--- src/rtl/point_square_boundary_distance_macros.svh ---
`ifndef POINT_SQUARE_BOUNDARY_DISTANCE_MACROS_SVH
`define POINT_SQUARE_BOUNDARY_DISTANCE_MACROS_SVH

// same-cycle implication, sampled on clk, off during reset
`define PSBD_ASSERT_NOW(lbl, ante, cons) \
    lbl: assert property (@(posedge clk) disable iff (!rst_n) (ante) |-> (cons)) \
        else $error("point_square_boundary_distance: check failed");

// next-cycle implication, sampled on clk, off during reset
`define PSBD_ASSERT_NEXT(lbl, ante, cons) \
    lbl: assert property (@(posedge clk) disable iff (!rst_n) (ante) |=> (cons)) \
        else $error("point_square_boundary_distance: check failed");

`endif

--- src/rtl/psbd_pkg.sv ---
`timescale 1ns / 1ps

package psbd_pkg;

    localparam int COORD_W    = 32;
    localparam int EXT_W      = COORD_W + 2;
    localparam int DIST_W     = COORD_W + 1;
    localparam int SQ_W       = 2 * COORD_W;
    localparam int ROOT_W     = COORD_W;
    localparam int ROOT_STEPS = ROOT_W;

    localparam logic [COORD_W-1:0] SIDE_RESET = 32'h0001_0000;

    typedef struct packed {
        logic              use_root;
        logic              outside;
        logic [DIST_W-1:0] value;
    } psbd_side_t;

endpackage

--- src/rtl/psbd_isqrt.sv ---
`timescale 1ns / 1ps

module psbd_isqrt
(
    input  logic                               clk,
    input  logic                               rst_n,
    input  logic                               in_valid,
    input  logic [psbd_pkg::SQ_W-1:0]          in_radicand,
    input  psbd_pkg::psbd_side_t               in_side,
    output logic                               out_valid,
    output logic [psbd_pkg::ROOT_W-1:0]        out_root,
    output psbd_pkg::psbd_side_t               out_side
);

    logic                         valid_pipe [0:psbd_pkg::ROOT_STEPS];
    logic [psbd_pkg::SQ_W-1:0]    n_pipe     [0:psbd_pkg::ROOT_STEPS];
    logic [psbd_pkg::SQ_W-1:0]    r_pipe     [0:psbd_pkg::ROOT_STEPS];
    psbd_pkg::psbd_side_t         side_pipe  [0:psbd_pkg::ROOT_STEPS];

    assign valid_pipe[0] = in_valid;
    assign n_pipe[0]     = in_radicand;
    assign r_pipe[0]     = '0;
    assign side_pipe[0]  = in_side;

    for (genvar i = 0; i < psbd_pkg::ROOT_STEPS; i++)
    begin : g_step
        localparam logic [psbd_pkg::SQ_W-1:0] STEP_BIT =
            psbd_pkg::SQ_W'(1) << (psbd_pkg::SQ_W - 2 - 2 * i);

        logic                      valid_reg;
        logic [psbd_pkg::SQ_W-1:0] n_reg;
        logic [psbd_pkg::SQ_W-1:0] n_next;
        logic [psbd_pkg::SQ_W-1:0] r_reg;
        logic [psbd_pkg::SQ_W-1:0] r_next;
        psbd_pkg::psbd_side_t      side_reg;
        logic [psbd_pkg::SQ_W-1:0] trial;
        logic                      take;

        always_comb
        begin
            trial  = r_pipe[i] + STEP_BIT;
            take   = (n_pipe[i] >= trial);
            n_next = take ? (n_pipe[i] - trial) : n_pipe[i];
            r_next = take ? ((r_pipe[i] >> 1) + STEP_BIT) : (r_pipe[i] >> 1);
        end

        always_ff @(posedge clk or negedge rst_n)
        begin
            if (!rst_n)
            begin
                valid_reg <= 1'b0;
            end
            else
            begin
                valid_reg <= valid_pipe[i];
            end
        end

        always_ff @(posedge clk)
        begin
            n_reg    <= n_next;
            r_reg    <= r_next;
            side_reg <= side_pipe[i];
        end

        assign valid_pipe[i+1] = valid_reg;
        assign n_pipe[i+1]     = n_reg;
        assign r_pipe[i+1]     = r_reg;
        assign side_pipe[i+1]  = side_reg;
    end

    assign out_valid = valid_pipe[psbd_pkg::ROOT_STEPS];
    assign out_root  = r_pipe[psbd_pkg::ROOT_STEPS][psbd_pkg::ROOT_W-1:0];
    assign out_side  = side_pipe[psbd_pkg::ROOT_STEPS];

endmodule
--- config.mk ---
export PLATFORM = sky130hd
export DESIGN_NAME = psbd_isqrt
export DESIGN_NICKNAME = d
export VERILOG_FILES = /design/src/rtl/point_square_boundary_distance_macros.svh /design/src/rtl/psbd_pkg.sv /design/src/rtl/psbd_isqrt.sv
export SDC_FILE = /design/constraint.sdc
export NUM_CORES = 2
export LEC_CHECK = 0
export BUFFER_PORTS_ARGS = -buffer_cell sky130_fd_sc_hd__buf_4
export CORE_UTILIZATION = 33
export DETAILED_ROUTE_END_ITERATION = 6
export GPL_ROUTABILITY_DRIVEN = 0
export GPL_TIMING_DRIVEN = 0
export HOLD_SLACK_MARGIN = 0.08
export PLACE_DENSITY = 0.49
export RECOVER_POWER = 50
export SYNTH_ARGS = -nofsm -noshare
export SYNTH_HDL_FRONTEND = slang
export SYNTH_SLANG_ARGS = --single-unit
--- constraint.sdc ---
create_clock -name clk -period 4.2 [get_ports clk]
set_input_delay 0.42 -clock clk [delete_from_list [all_inputs] [get_ports clk]]
set_output_delay 0.42 -clock clk [all_outputs]
set_load 0.03 [all_outputs]
==> metrics <==
share of layout cells above drive strength 1 0.0873; RR Startpoint g_step[27].r_reg[15]; worst hold slack 0.197 ns; Synth Area per Inst 11.0 um^2; core area 359,000 um^2; Final TNS setup 0 ns; layout filler cell count 34,329; Peak VDD IR 355 uV; Final Hold Fails 0; max reg flops 1,984; non-filler cells, final 16,650; register area share after synthesis 0.618; First-pass DRT Iterations 6; hold path start in_side[8]; clk sinks 3,664; R2R setup slack 0.08 ns; leakage power total 62.5 nW; post-synthesis cell type count 85; initial antenna violation count 13; final setup vio count 0; port bufs 169; EDFF count, synth 0; relative slew slack 0.233; pwr dens 704 nW/um^2; Overall Global Routing Usage 0.159; area grow syn2layout 19.0%; number of global-route vias before repair 79,503; clock skew 0.126 ns; Pins Over Slew Limit 0; Worst-path clk slew 0.06 ns; post-route core utilization 0.394; met3 usage 0.0245; Post-Place Cells 15,754; Highest Clock Rate 243 MHz; Max Buffers Root-to-Sink 4; TritonCTS clock tree yes; Least-Margin Pin Slew 1.14 ns; clock period minus worst slack 4.12 ns; largest net degree at the start of global routing 33; CP Max Fanout 9; RSZ-0062 raised after global routing yes; Die Height 602 um; Synth Register Bits 3,664; Synth Warn # 0; drt drc 0; Post-Syn Area 119,000 um^2; Top-Level Pins 170; Crit path arrival time 4.90 ns; Initial DRC Count 4,654; die area 363,000 um^2; hold depth 2; HPWL Detailed 228,000 um; reg2reg path depth 11; crit share post-route 0.981; Clk Latency, worst-skew pair 0.98 ns; # H-tree levels 5; Worst Hold Path EP g_step[0].side_reg[8]; Critical Path Source Type register; Final #Nets 12,199; worst hold-check path type primary input to register; Post-Syn Nets 11,471; post-synthesis cell count 10,811; met1 track demand over resource 0.184; via density per instance 4.70; total CTS buffers 374; Placement Rows 220; Crit Path Class register to register; Crit. End Element register; vias 78,186; post-route ant nets 0; Congestion Overflow GR 0; status completed; worst r2r dst g_step[28].n_reg[44]; root buffer cell clkbuf_16; Most used DFF post-synth dfxtp_1; total of max-cap violations 0; ys async rst share 0.00873; chip width 602 um; met2 usage 0.289; Initial Utilization 0.331; DR WL/cell 17.9 um; DRT Wirelength 298,000 um; first-pass GRT wire length 457,000 um; WP data required 4.98 ns; gr busiest metal met2
[synthesized netlist by cell type (24+ instances only)]
library cell | instances | area share
a2111oi_0 | 24 | 0.0018
a211oi_1 | 50 | 0.0032
a21o_1 | 231 | 0.015
a21oi_1 | 712 | 0.030
a31oi_1 | 45 | 0.0024
and2_1 | 35 | 0.0018
and3_1 | 38 | 0.0020
clkbuf_1 | 175 | 0.0055
dfrtp_1 | 32 | 0.0067
dfxtp_1 | 3632 | 0.61
ha_1 | 558 | 0.059
inv_1 | 702 | 0.022
mux2_2 | 102 | 0.0097
nand2_1 | 564 | 0.018
nand2b_1 | 125 | 0.0066
nand3_1 | 159 | 0.0067
nand3b_1 | 30 | 0.0019
nand4_1 | 157 | 0.0083
nand4b_1 | 26 | 0.0019
nor2_1 | 673 | 0.021
nor2b_1 | 80 | 0.0042
nor3_1 | 291 | 0.012
nor3b_1 | 24 | 0.0015
nor4_1 | 358 | 0.019
nor4b_1 | 49 | 0.0036
o211ai_1 | 33 | 0.0021
o21a_1 | 95 | 0.0060
o21ai_0 | 369 | 0.016
o21bai_1 | 45 | 0.0028
o31ai_1 | 39 | 0.0025
or2_2 | 40 | 0.0021
or3_1 | 86 | 0.0045
or4_1 | 67 | 0.0042
xnor2_1 | 483 | 0.036
xor2_1 | 403 | 0.030
[layout make-up]
| type | instances | area [um^2] | share of cell area |
|---|---|---|---|
| Tap cell | 4773 | 5970 | 0.0422 |
| Multi-Input combinational cell | 6251 | 42300 | 0.299 |
| Clock inverter | 180 | 2670 | 0.0188 |
| Clock buffer | 502 | 10500 | 0.0741 |
| Timing Repair Buffer | 359 | 3140 | 0.0222 |
| Antenna cell | 32 | 80.1 | 0.000566 |
| Sequential cell | 3664 | 73500 | 0.520 |
| Inverter | 706 | 2660 | 0.0188 |
| Buffer | 183 | 732 | 0.00517 |
[critical path, cell delays in order (launching register included)]
cell,delay [ns]
dfxtp_1,0.37
inv_1,0.06
ha_1,0.36
nand4_1,0.21
nor4_1,0.52
o31ai_1,0.29
a32o_1,0.40
o211a_2,0.44
or4_1,0.44
a21oi_1,0.33
or3b_1,0.41
xnor2_1,0.14
[routing by layer]
metal	vias up	wire, um
li1	38786	-
met1	36778	124000
met2	1967	147000
met3	651	12800
met4	4	14200
met5	-	27
[placed cells by master (no fill, tap or decap), drive strengths merged, types with 32 or more instances in the layout]
master,synthesis,routed
a211oi,50,50
a21o,231,231
a21oi,712,712
a31oi,45,45
and2,36,36
and3,38,38
buf,15,171
bufinv,0,44
clkbuf,175,696
clkinv,2,93
dfrtp,32,32
dfxtp,3632,3632
diode,0,32
dlygate4sd3,0,176
ha,558,558
inv,704,723
mux2,102,102
nand2,564,564
nand2b,125,125
nand3,159,159
nand4,157,157
nor2,673,673
nor2b,80,80
nor3,292,292
nor4,358,358
nor4b,49,49
o211ai,33,33
o21a,95,95
o21ai,370,370
o21bai,45,45
o31ai,39,39
or2,41,41
or3,86,86
or4,70,70
xnor2,483,483
xor2,403,403
[how the worst max path moves through the flow]
stage	to	slack, ns	depth (start not counted)	start
after detailed placement	g_step[30].n_reg[23]	-0.99	15	g_step[29].r_reg[19]
after global routing	g_step[28].n_reg[44]	-0.0006	12	g_step[27].r_reg[19]
after global placement	g_step[30].n_reg[22]	-1.0	15	g_step[29].r_reg[19]
after floorplan	g_step[18].n_reg[52]	0.60	10	g_step[17].n_reg[52]
final	g_step[28].n_reg[44]	0.08	11	g_step[27].r_reg[15]
after CTS	g_step[29].n_reg[29]	0.003	13	g_step[28].r_reg[17]
[metrics by stage]
step           power (W)  worst slack, ns  instance area [um^2]
6_report          0.0996           0.0804                142000
3_3_place_gp      0.0651           -0.997                126000
2_1_floorplan     0.0584            0.604                119000
4_1_cts            0.101          0.00261                141000
5_1_grt            0.105        -0.000578                141000
3_5_place_dp      0.0654           -0.987                126000
[power by group]
| group | switching [W] | internal (W) |
|---|---|---|
| Sequential | 0.00519 | 0.0408 |
| Combinational | 0.0109 | 0.00821 |
| Clock | 0.0140 | 0.0205 |
[timing repair]
item	in CTS	in global routing
buffers inserted	8	4
pin swaps	5	2
hold buffers	177	0
setup endpoints to repair	310	201
hold endpoints to repair	133	0
resized for setup	37	39
[cells by family (layout without fill, tap and decap cells)]
group | Yosys count | after routing | share of synthesized area
flops | 3664 | 3664 | 0.618
simple gates | 2854 | 2854 | 0.124
compound gates | 1844 | 1844 | 0.0954
buf+inv | 896 | 1930 | 0.0284
xor+xnor | 886 | 886 | 0.0653
fa+ha+maj | 558 | 558 | 0.0587
mux | 109 | 109 | 0.0102
other cells | 0 | 32 | 0
No activity file was read; power rests on OpenSTA's default activity.
